### config.mk
export PLATFORM = sky130hd
export DESIGN_NAME = bgp_ctrl
export DESIGN_NICKNAME = d
export VERILOG_FILES = /design/src/rtl/bgp_pkg.sv /design/src/rtl/bgp_ctrl.sv
export SDC_FILE = /design/constraint.sdc
export NUM_CORES = 1
export LEC_CHECK = 0
export BUFFER_PORTS_ARGS = -buffer_cell sky130_fd_sc_hd__buf_2
export CAP_MARGIN = 20
export CORE_MARGIN = 5
export CORE_UTILIZATION = 48
export CTS_CLUSTER_DIAMETER = 60
export DETAILED_ROUTE_END_ITERATION = 8
export PLACE_DENSITY = 0.84
export SETUP_SLACK_MARGIN = 0.5
export SLEW_MARGIN = 20
export SYNTH_ARGS = -nofsm -noshare
export SYNTH_HDL_FRONTEND = slang
export SYNTH_SLANG_ARGS = --single-unit
### constraint.sdc
create_clock -name clk -period 2.8 [get_ports clk]
set_input_delay 0.14 -clock clk [delete_from_list [all_inputs] [get_ports clk]]
set_output_delay 0.14 -clock clk [all_outputs]
set_load 0.1 [all_outputs]
### src/rtl/bgp_pkg.sv
// Shared types and constants for the one-four bond partner finder.
package bgp_pkg;

  // Field widths fixed by the item format
  localparam int IDX_W       = 8;
  localparam int DEG_W       = 3;
  localparam int MAX_RESULTS = 36;
  localparam int CNT_W       = 6;

  // Operation codes
  typedef enum logic [1:0] {
    OP_APPEND = 2'd0,
    OP_QUERY  = 2'd1,
    OP_CLEAR  = 2'd2
  } op_t;

  // Which walk register addresses a table read
  typedef enum logic [1:0] {
    SEL_A = 2'd0,
    SEL_J = 2'd1,
    SEL_K = 2'd2
  } walk_sel_t;

  // Controller to datapath commands
  typedef struct packed {
    logic      latch_in;
    logic      clr_walk;
    logic      clr_all;
    logic      deg_rd;
    walk_sel_t deg_sel;
    logic      nb_rd;
    walk_sel_t nb_sel;
    logic      ld_dj;
    logic      ld_dk;
    logic      ld_dl;
    logic      ld_j;
    logic      ld_k;
    logic      inc_x;
    logic      inc_y;
    logic      inc_z;
    logic      take_l;
    logic      app_write;
    logic      push;
    logic      push_partner;
    logic      push_last;
    logic      push_status;
  } bgp_cmd_t;

  // Datapath to controller status
  typedef struct packed {
    logic a_ok;
    logic nb_ok;
    logic deg_full;
    logic x_more;
    logic y_more;
    logic z_more;
    logic rd_eq_a;
    logic rd_eq_j;
    logic pend_valid;
    logic out_free;
  } bgp_sts_t;

endpackage

### src/rtl/bgp_ctrl.sv
// Controller: sequences append, clear and the three-level query walk.
module bgp_ctrl
  import bgp_pkg::*;
(
  input  logic       clk,
  input  logic       rst,
  input  logic       req_valid,
  input  logic [1:0] req_op,
  output logic       req_ready,
  output bgp_cmd_t   cmd,
  input  bgp_sts_t   sts
);

  typedef enum logic [4:0] {
    S_IDLE, S_APP_CHK, S_APP_RD, S_RESP,
    S_Q_RD, S_Q_DJ, S_X, S_X_W, S_J_RD, S_J_DW,
    S_Y, S_Y_W, S_K_RD, S_K_DW, S_Z, S_Z_W, S_FIN
  } state_t;

  state_t state, state_next;
  logic   resp_status, resp_status_next;
  logic   accept;

  assign req_ready = (state == S_IDLE);
  assign accept    = req_valid && req_ready;

  // Next state and command decode
  always_comb begin
    cmd              = '0;
    state_next       = state;
    resp_status_next = resp_status;
    case (state)
      S_IDLE: begin
        if (accept) begin
          cmd.latch_in = 1'b1;
          case (op_t'(req_op))
            OP_APPEND: state_next = S_APP_CHK;
            OP_QUERY: begin
              cmd.clr_walk = 1'b1;
              state_next   = S_Q_RD;
            end
            OP_CLEAR: begin
              cmd.clr_all      = 1'b1;
              resp_status_next = 1'b0;
              state_next       = S_RESP;
            end
            default: state_next = S_IDLE;
          endcase
        end
      end
      // Append: range check, then read degree
      S_APP_CHK: begin
        if (!(sts.a_ok && sts.nb_ok)) begin
          resp_status_next = 1'b1;
          state_next       = S_RESP;
        end else begin
          cmd.deg_rd  = 1'b1;
          cmd.deg_sel = SEL_A;
          state_next  = S_APP_RD;
        end
      end
      S_APP_RD: begin
        if (sts.deg_full) begin
          resp_status_next = 1'b1;
        end else begin
          cmd.app_write    = 1'b1;
          resp_status_next = 1'b0;
        end
        state_next = S_RESP;
      end
      S_RESP: begin
        if (sts.out_free) begin
          cmd.push        = 1'b1;
          cmd.push_status = resp_status;
          state_next      = S_IDLE;
        end
      end
      // Query: degree of the start atom
      S_Q_RD: begin
        cmd.deg_rd  = 1'b1;
        cmd.deg_sel = SEL_A;
        state_next  = S_Q_DJ;
      end
      S_Q_DJ: begin
        cmd.ld_dj  = 1'b1;
        state_next = S_X;
      end
      // First hop
      S_X: begin
        if (sts.x_more) begin
          cmd.nb_rd  = 1'b1;
          cmd.nb_sel = SEL_A;
          state_next = S_X_W;
        end else begin
          state_next = S_FIN;
        end
      end
      S_X_W: begin
        cmd.ld_j   = 1'b1;
        state_next = S_J_RD;
      end
      S_J_RD: begin
        cmd.deg_rd  = 1'b1;
        cmd.deg_sel = SEL_J;
        state_next  = S_J_DW;
      end
      S_J_DW: begin
        cmd.ld_dk  = 1'b1;
        state_next = S_Y;
      end
      // Second hop, skipping a return to the start atom
      S_Y: begin
        if (sts.y_more) begin
          cmd.nb_rd  = 1'b1;
          cmd.nb_sel = SEL_J;
          state_next = S_Y_W;
        end else begin
          cmd.inc_x  = 1'b1;
          state_next = S_X;
        end
      end
      S_Y_W: begin
        if (sts.rd_eq_a) begin
          cmd.inc_y  = 1'b1;
          state_next = S_Y;
        end else begin
          cmd.ld_k   = 1'b1;
          state_next = S_K_RD;
        end
      end
      S_K_RD: begin
        cmd.deg_rd  = 1'b1;
        cmd.deg_sel = SEL_K;
        state_next  = S_K_DW;
      end
      S_K_DW: begin
        cmd.ld_dl  = 1'b1;
        state_next = S_Z;
      end
      // Third hop
      S_Z: begin
        if (sts.z_more) begin
          cmd.nb_rd  = 1'b1;
          cmd.nb_sel = SEL_K;
          state_next = S_Z_W;
        end else begin
          cmd.inc_y  = 1'b1;
          state_next = S_Y;
        end
      end
      // New partner: release the held one (not last), hold the new one
      S_Z_W: begin
        if (sts.rd_eq_a || sts.rd_eq_j) begin
          cmd.inc_z  = 1'b1;
          state_next = S_Z;
        end else if (!sts.pend_valid || sts.out_free) begin
          cmd.push         = sts.pend_valid;
          cmd.push_partner = 1'b1;
          cmd.push_last    = 1'b0;
          cmd.take_l       = 1'b1;
          cmd.inc_z        = 1'b1;
          state_next       = S_Z;
        end
      end
      // End of walk: held partner goes out as last, else a not-found item
      S_FIN: begin
        if (sts.out_free) begin
          cmd.push         = 1'b1;
          cmd.push_partner = sts.pend_valid;
          cmd.push_last    = 1'b1;
          cmd.push_status  = 1'b0;
          state_next       = S_IDLE;
        end
      end
      default: state_next = S_IDLE;
    endcase
  end

  // State register
  always_ff @(posedge clk) begin
    if (rst) begin
      state <= S_IDLE;
    end else begin
      state <= state_next;
    end
    resp_status <= resp_status_next;
  end

endmodule

==> metrics.csv, run 1 <==
stage,metric,value,unit
run_status,status,completed,
synth,synth.area.top_cells,"dfxtp_1 13%, nor2_1 10%, nand2_1 6.8%",
sta,rsz0062_at_grt,true,
floorplan,core_area,1524,sq um
routing,vias,1089,
critical_path,critPathMaxFanout,15,
grt,grt-ovfl-total,0,
sta,drv_slew,0,
place,io_buffers,38,
sta,hold_violations,0,
synth,yosysMostFrequentCell,nor2_1,
synth,synth_common_cells,"21 x nor2_1, 14 x nand2_1, 10 x a21oi_1, 9 x inv_1, 8 x nor3_1",
critical_path,critPathRequiredTime,2.66,ns
finish,drive_gt1_share,41.36,%
sta,fin_crit_sh,78.94,%
finish,antenna_cells,0,
floorplan,die_area,2517,sq um
clocking,root_buffer,clkbuf_4,
synth,synth-edff-count,1,
floorplan,fp.dieH,50.17,um
sta,setup_slack,0.5897,ns
clocking,cts_tree,yes,
clocking,hold_buffers,0,
synth,syn_area_per_cell,6.246,sq um
sta,fmaxAchievable,452.4,MHz
critical_path,critPathSlowestCell,dfxtp_1,
place,globalplace.congestion,0.9016,
run,drv_cap,0,
synth,syn_inst,124,
sta,fin_setup_tns,0,ns
sta,fin_skew,0.004634,ns
routing,drc_errors,0,
grt,grt_max_degree,17,
clocking,cts_buffers,3,
routing,vias_per_cell,6.118,
clocking,clkSinkCount,6,
synth,synth-seq-area-share,16.80,%
hold_path,hp-class,input pin to flop,
floorplan,rows,14,
critical_path,critical_path.max_stage_delay,0.44,ns
synth,yosysUniqueCellTypes,37,
routing,dr.pass1.iters,5,
synth,synth_warnings,0,
synth,ys_async_sr_fraction,0,%
synth,synthesis.area,774.5,sq um
routing,drt-total-wl,2705,um
critical_path,end_kind,primary output,
grt,grt_pass1_wl,4422,um
clocking,clkTransAtPathRegs,0.05,ns
critical_path,cp.arrival,2.07,ns
finish,nets,178,
floorplan,die_x,50.17,um
sta,tightest_slew,0.4961,ns
clocking,cts_max_level,1,
critical_path,cp_cell_sequence,"and3b_1, nand3_1, or3_1, nor2_1, o31a_1, buf_4",
place,dpl_worst_slack,0.6505,ns
sta,setup_viol,0,
grt,antenna_found_initial,0,
floorplan,ios,39,
floorplan,start_util,50.82,%
grt,grt_pass1_vias,1050,
sta,maxSlewHeadroom,67.15,%
power_and_ir_drop,vdd_drop_max,0.0006018,V
routing,drtAntennaViolNets,0,
power_and_ir_drop,cellLeakagePower,0.5007,nW
critical_path,critical_path_class,flop to primary output,
power_and_ir_drop,powerDensity,876.9,nW/um^2
synth,synth_nets,139,
clocking,worstSkewPairLatency,0.27,ns
grt,grt_use_total,21.58,%
finish,syn2layout_area_growth,44.75,%
clocking,cts_max_path_buffers,2,
synth,ys_ff_latch,6,
synth,ys.flop_type,dfxtp_1,
sta,fin_crit,2.210,ns
synth,synth_top_cell_by_area,dfxtp_1,
synth,synth_top_area_share,12.92,%
critical_path,cp-start-kind,flop,
routing,drtIter0Drc,30,
routing,post_drt_wl_per_cell,15.20,um
place,hpwlAfterDp,2098,um
==> routing by layer <==
| layer | global-route usage (%) | wire (um) | vias to the layer above |
|---|---|---|---|
| li1 | - | - | 525 |
| met1 | 26.75 | 1135 | 504 |
| met2 | 36.40 | 1320 | 49 |
| met3 | 2.367 | 176 | 11 |
| met4 | 10.92 | 72 | 0 |
| met5 | 0 | 0 | - |
==> flip-flops by register name, indices dropped and copies added (netlist names) <==
register     flops
state            5
resp_status      1
==> worst max-delay path: cells and delay by family, from the launching register on <==
| kind | cells | cell delay, ns |
|---|---|---|
| AOI/OAI and AO/OA | 1 | 0.13 |
| and+or+nand+nor | 4 | 0.93 |
| DFF | 1 | 0.44 |
| buffers and inverters | 1 | 0.29 |
==> final cells by class <==
class / instances / area (sq um)
clock buffer: 4 / 26.28
sequential: 6 / 131.4
fill: 124 / 402.9
tap: 16 / 20.02
timing repair buffer: 42 / 232.7
inverter: 9 / 37.54
multi-input combinational: 101 / 673.1
==> through the flow <==
stage	instance area, sq um	util [%]	hold WS (ns)	total power, mW	std cells
3_3_place_gp	1081	70.94	0.3962	0.8607	174
6_report	1121	73.56	0.1203	0.9831	178
5_1_grt	1121	73.56	0.1502	1.038	178
2_1_floorplan	875.8	-	0.2187	0.7410	124
4_1_cts	1112	72.99	0.1303	0.9761	178
3_5_place_dp	1081	70.94	0.4124	0.8727	174
==> layout by cell type, fill, tap and decap left out, drive strengths merged, types with 3 or more instances in the layout <==
master  netlist  layout
nor3          8       8
buf           4      39
clkbuf        4       7
or3           4       4
inv           9       8
a31oi         5       5
a31o          3       3
a21oi        10      10
nor4          5       5
nand2b        4       4
nand2        14      14
dfxtp         5       5
nor2         21      21
==> power by group <==
part / internal (mW) / switching (mW)
clock: 0.0550 / 0.0467
sequential: 0.118 / 0.0570
combinational: 0.171 / 0.535
total: 0.344 / 0.639
==> repair_timing <==
item | CTS | global route
endpoints found under the hold margin | 0 | 0
gates resized for setup | 2 | 4
gates cloned | 0 | 0
endpoints found under the setup margin | 2 | 5
buffers inserted | 0 | 0
==> cell families after synthesis <==
family                 synth area share [%]
DFF                                   16.80
buffers and inverters                 8.885
and+or+nand+nor                       47.50
AOI/OAI and AO/OA                     24.07
muxes                                 2.746
==> path summary, 6_finish.rpt <==
kind                 start       end  slack, ns  cells past startpoint
setup / recovery  state[4]    cmd[3]       0.59                      6
hold / removal         rst  state[3]       0.12                      2
setup reg to reg  state[2]  state[0]       0.98                      6
hold reg to reg   state[3]  state[3]       0.62                      2
(Power assumes the default switching activity.)
==> run 2, diff against run 1 <==
- ABC_AREA: default -> 1
- CORE_UTILIZATION: 48 -> 41
- PLACE_DENSITY: 0.84 -> 0.75
- clock period: 2.8 -> 1.9 ns (I/O delays scaled with it)
==> metrics.csv, run 2 <==
stage,metric,value,unit,change
synth,synth_warnings,0,,unchanged
synth,syn_inst,138,,+11%
run_status,failed_stage,global routing (5_1_grt),,
synth,synth_top_area_share,16.09,%,+3.2 points
clocking,cts_max_path_buffers,2,,unchanged
synth,ys_async_sr_fraction,0,%,unchanged
synth,synth_nets,153,,+10%
synth,synth.area.top_cells,"nand2_1 16%, dfxtp_1 13%, nor2_1 11%",,
floorplan,fp.dieH,53.99,um,+7.6%
synth,ys.flop_type,dfxtp_1,,
floorplan,rows,16,,+2
run_status,status,aborted with a tool error,,
synth,synth-seq-area-share,16.40,%,-0.40 points
place,io_buffers,38,,unchanged
sta,worstEpCategory,top-level output,,
floorplan,start_util,41.71,%,-9.1 points
grt,grt_max_degree,8,,
place,globalplace.congestion,0.8688,,-3.6%
synth,synth_top_cell_by_area,nand2_1,,
clocking,hold_buffers,0,,unchanged
place,hpwlAfterDp,2096,um,about the same
synth,yosysMostFrequentCell,nand2_1,,
clocking,root_buffer,clkbuf_4,,
clocking,cts_buffers,3,,unchanged
floorplan,ios,39,,unchanged
synth,syn_area_per_cell,5.748,sq um,-8.0%
synth,synth_common_cells,"34 x nand2_1, 24 x nor2_1, 21 x inv_1, 7 x nand3_1",,
synth,synth-edff-count,1,,unchanged
clocking,cts_max_level,1,,unchanged
floorplan,die_x,53.99,um,+7.6%
sta,postGrtWorstEndpoint,cmd[19],,
run_status,error_line,"[ERROR DPL-0038] Utilization greater than 100%, impossible to legalize",,
clocking,clkSinkCount,6,,unchanged
synth,yosysUniqueCellTypes,29,,-22%
synth,ys_ff_latch,6,,unchanged
synth,synthesis.area,793.3,sq um,+2.4%
-- run 2: cell count changes after synthesis, moves of 5 or more --
cell,delta
a21oi_1,-6
nand2_1,+20
nor2_2,+5
inv_1,+12
nor4_1,-5
nand3_1,+5
-- run 2: timing repair --
item / in CTS
gates cloned: 0
gates resized for setup: 81
pin swaps: 11
endpoints found under the setup margin: 28
setup buffers: 17
-- run 2: logic make-up after synthesis --
logic type             count (synthesis)  synth area share, %
flip-flops                             6                16.40
AO/OA/AOI/OAI                         14                11.36
buffers and inverters                 27                13.72
AND/OR/NAND/NOR                       91                58.52
-- run 2: per-stage QoR --
step | area (sq um) | std cells | setup slack (ns)
CTS | 1743 | 224 | 0.3026
detailed placement | 1280 | 203 | 0.3184
global placement | 1280 | 203 | 0.3468
floorplan | 1030 | 138 | -0.3705
==> run 3, diff against run 2 <==
- CORE_AREA: default -> 5 5 66 68
- CORE_MARGIN: 5 -> default
- CORE_UTILIZATION: 41 -> default
- CTS_CLUSTER_DIAMETER: 60 -> default
- DIE_AREA: default -> 0 0 71 73
- PLACE_DENSITY: 0.75 -> default
- PLACE_DENSITY_LB_ADDON: default -> 0.15
- SETUP_SLACK_MARGIN: 0.5 -> default
- clock period: 1.9 -> 2.47 ns (I/O delays scaled with it)
==> metrics.csv, run 3 <==
stage,metric,value,unit,change
run_status,status,completed,,
routing,drtAntennaViolNets,0,,
finish,fillCellCount,457,,
synth,synth_warnings,0,,unchanged
grt,grt_pass1_vias,980,,
sta,fin_setup_tns,0,ns,
floorplan,die_area,5183,sq um,
power_and_ir_drop,cellLeakagePower,0.6563,nW,
clocking,cts_max_path_buffers,2,,unchanged
routing,drtIter0Drc,24,,
synth,synthesis.area,793.3,sq um,unchanged
clocking,clkSinkCount,6,,unchanged
clocking,cts.repair.resized,0,,-100%
finish,max_flop_register,state,,
synth,synth_top_area_share,16.09,%,unchanged
hold_path,hp-start,rst,,
grt,antenna_found_initial,0,,
finish,largest_register_ffs,5,,
synth,ys.flop_type,dfxtp_1,,
sta,fmaxAchievable,499.6,MHz,
place,io_buffers,38,,unchanged
critical_path,critPathMaxFanout,8,,
clocking,worstSkewPairLatency,0.23,ns,
synth,synth-seq-area-share,16.40,%,unchanged
sta,tightest_slew,0.4913,ns,
hold_path,hp-class,input pin to flop,,
floorplan,fp.dieH,73,um,+35%
clocking,cts_buffers,3,,unchanged
sta,rsz0062_at_grt,false,,
routing,vias_per_cell,4.341,,
critical_path,r2r_start,state[1],,
synth,synth.area.top_cells,"nand2_1 16%, dfxtp_1 13%, nor2_1 11%",,
floorplan,rows,23,,+7
critical_path,end_kind,primary output,,
critical_path,cp-start-kind,flop,,
critical_path,regToRegSetupSlack,0.82,ns,
synth,synth_top_cell_by_area,nand2_1,,
finish,nets,195,,
clocking,root_buffer,clkbuf_8,,
sta,hold_violations,0,,
routing,post_drt_wl_per_cell,11.52,um,
place,dpl.cell_count,225,,+11%
routing,dr.pass1.iters,4,,
power_and_ir_drop,powerDensity,1016,nW/um^2,
finish,layout.cells.most_common_list,"38 x buf_2, 34 x nand2_1, 23 x nor2_1",,
floorplan,ios,39,,unchanged
synth,synth_nets,153,,unchanged
routing,drt-total-wl,2638,um,
power_and_ir_drop,finalPower,1.126,mW,
sta,drv_slew,0,,
routing,vias,994,,
synth,synth-edff-count,1,,unchanged
finish,antenna_cells,0,,
synth,ys_async_sr_fraction,0,%,unchanged
sta,whs,0.1528,ns,
finish,finalNonFillerCells,229,,
sta,setup_viol,0,,
synth,synth_common_cells,"34 x nand2_1, 24 x nor2_1, 21 x inv_1, 7 x nand3_1",,
synth,ys_ff_latch,6,,unchanged
place,globalplace.congestion,0.9059,,+4.3%
sta,fin_skew,0.001170,ns,
critical_path,reg2reg_to,resp_status,,
clocking,cts_tree,yes,,
floorplan,start_util,20.88,%,-21 points
place,hpwlAfterDp,2329,um,+11%
finish,final_common_cell,buf_2,,
synth,syn_inst,138,,unchanged
synth,yosysMostFrequentCell,nand2_1,,
clocking,clkTransAtPathRegs,0.04,ns,
clocking,hold_buffers,0,,unchanged
finish,syn2layout_area_growth,39.75,%,
place,dpl_worst_slack,0.7126,ns,+0.3942 ns
sta,setup_slack,0.4684,ns,
grt,grt_max_degree,12,,
clocking,cts_max_level,1,,unchanged
sta,maxSlewHeadroom,67.47,%,
hold_path,holdPathStages,2,,
routing,drc_errors,0,,
grt,grt_use_total,10.92,%,
sta,fin_crit_sh,81.04,%,
floorplan,die_x,71,um,+32%
synth,yosysUniqueCellTypes,29,,unchanged
grt,grt_pass1_wl,4533,um,
clocking,postCtsSetupBuffers,0,,-17
critical_path,reg2regPathDepth,7,,
run,drv_cap,0,,
grt,grt-ovfl-total,0,,
floorplan,core_area,3799,sq um,
finish,drive_gt1_share,39.11,%,
critical_path,critical_path_class,flop to primary output,,
power_and_ir_drop,vdd_drop_max,0.0004423,V,
critical_path,cp.arrival,1.88,ns,
hold_path,hold-path-endpoint,state[0],,
finish,reg_top3,"state: 5 flops, resp_status: 1 flops",,
critical_path,critPathRequiredTime,2.35,ns,
sta,fin_crit,2.002,ns,
synth,syn_area_per_cell,5.748,sq um,unchanged
run 3: cell counts after synthesis:
Identical to the previous run, type by type.
run 3: final cells by class:
class / instances / area [sq um] / share of cell area [%]
Timing Repair Buffer: 38 / 190.2 / 17.16
Sequential cell: 6 / 130.1 / 11.74
Clock buffer: 4 / 45.04 / 4.063
Inverter: 26 / 97.59 / 8.804
Tap cell: 50 / 62.56 / 5.643
Multi-Input combinational cell: 105 / 583.1 / 52.60
run 3: logic make-up after synthesis:
family | after synthesis | share of synthesized area, %
DFF | 6 | 16.40
buffers and inverters | 27 | 13.72
and+or+nand+nor | 91 | 58.52
AOI/OAI and AO/OA | 14 | 11.36
run 3: worst max path at each step:
stage	depth (start not counted)	to	slack (ns)	start
2_1_floorplan	4	cmd[2]	-0.006	state[3]
3_3_place_gp	8	cmd[20]	0.71	state[1]
3_5_place_dp	8	cmd[20]	0.71	state[1]
4_1_cts	8	cmd[20]	0.47	state[1]
5_1_grt	8	cmd[20]	0.29	state[1]
6_report	8	cmd[20]	0.47	state[1]
run 3: where the power goes:
part | internal (mW) | switching, mW
logic | 0.169 | 0.614
registers | 0.136 | 0.0496
clock network | 0.111 | 0.0471
total | 0.416 | 0.711
run 3: metal layers:
layer | up-vias | wire (um) | global-route usage, %
met3 | 5 | 164 | 2.066
li1 | 521 | - | -
met5 | - | 0 | 0
met2 | 29 | 1409 | 19.98
met4 | 0 | 40 | 4.384
met1 | 439 | 1023 | 12.44
run 3: worst max-delay path, stage by stage, from the launching register on:
cell and delay, ns:
dfxtp_1 0.40, inv_2 0.14, nand2_4 0.07, nor2_2 0.18, nand2_4 0.12, nor2_1 0.17
nand2_1 0.09, inv_1 0.06, buf_2 0.41
run 3: metrics by stage:
step	util [%]	cell area, sq um
floorplan	-	822.0
global placement	28.00	1064
detailed placement	28.00	1064
CTS	29.18	1109
global route	29.18	1109
finish	29.18	1109
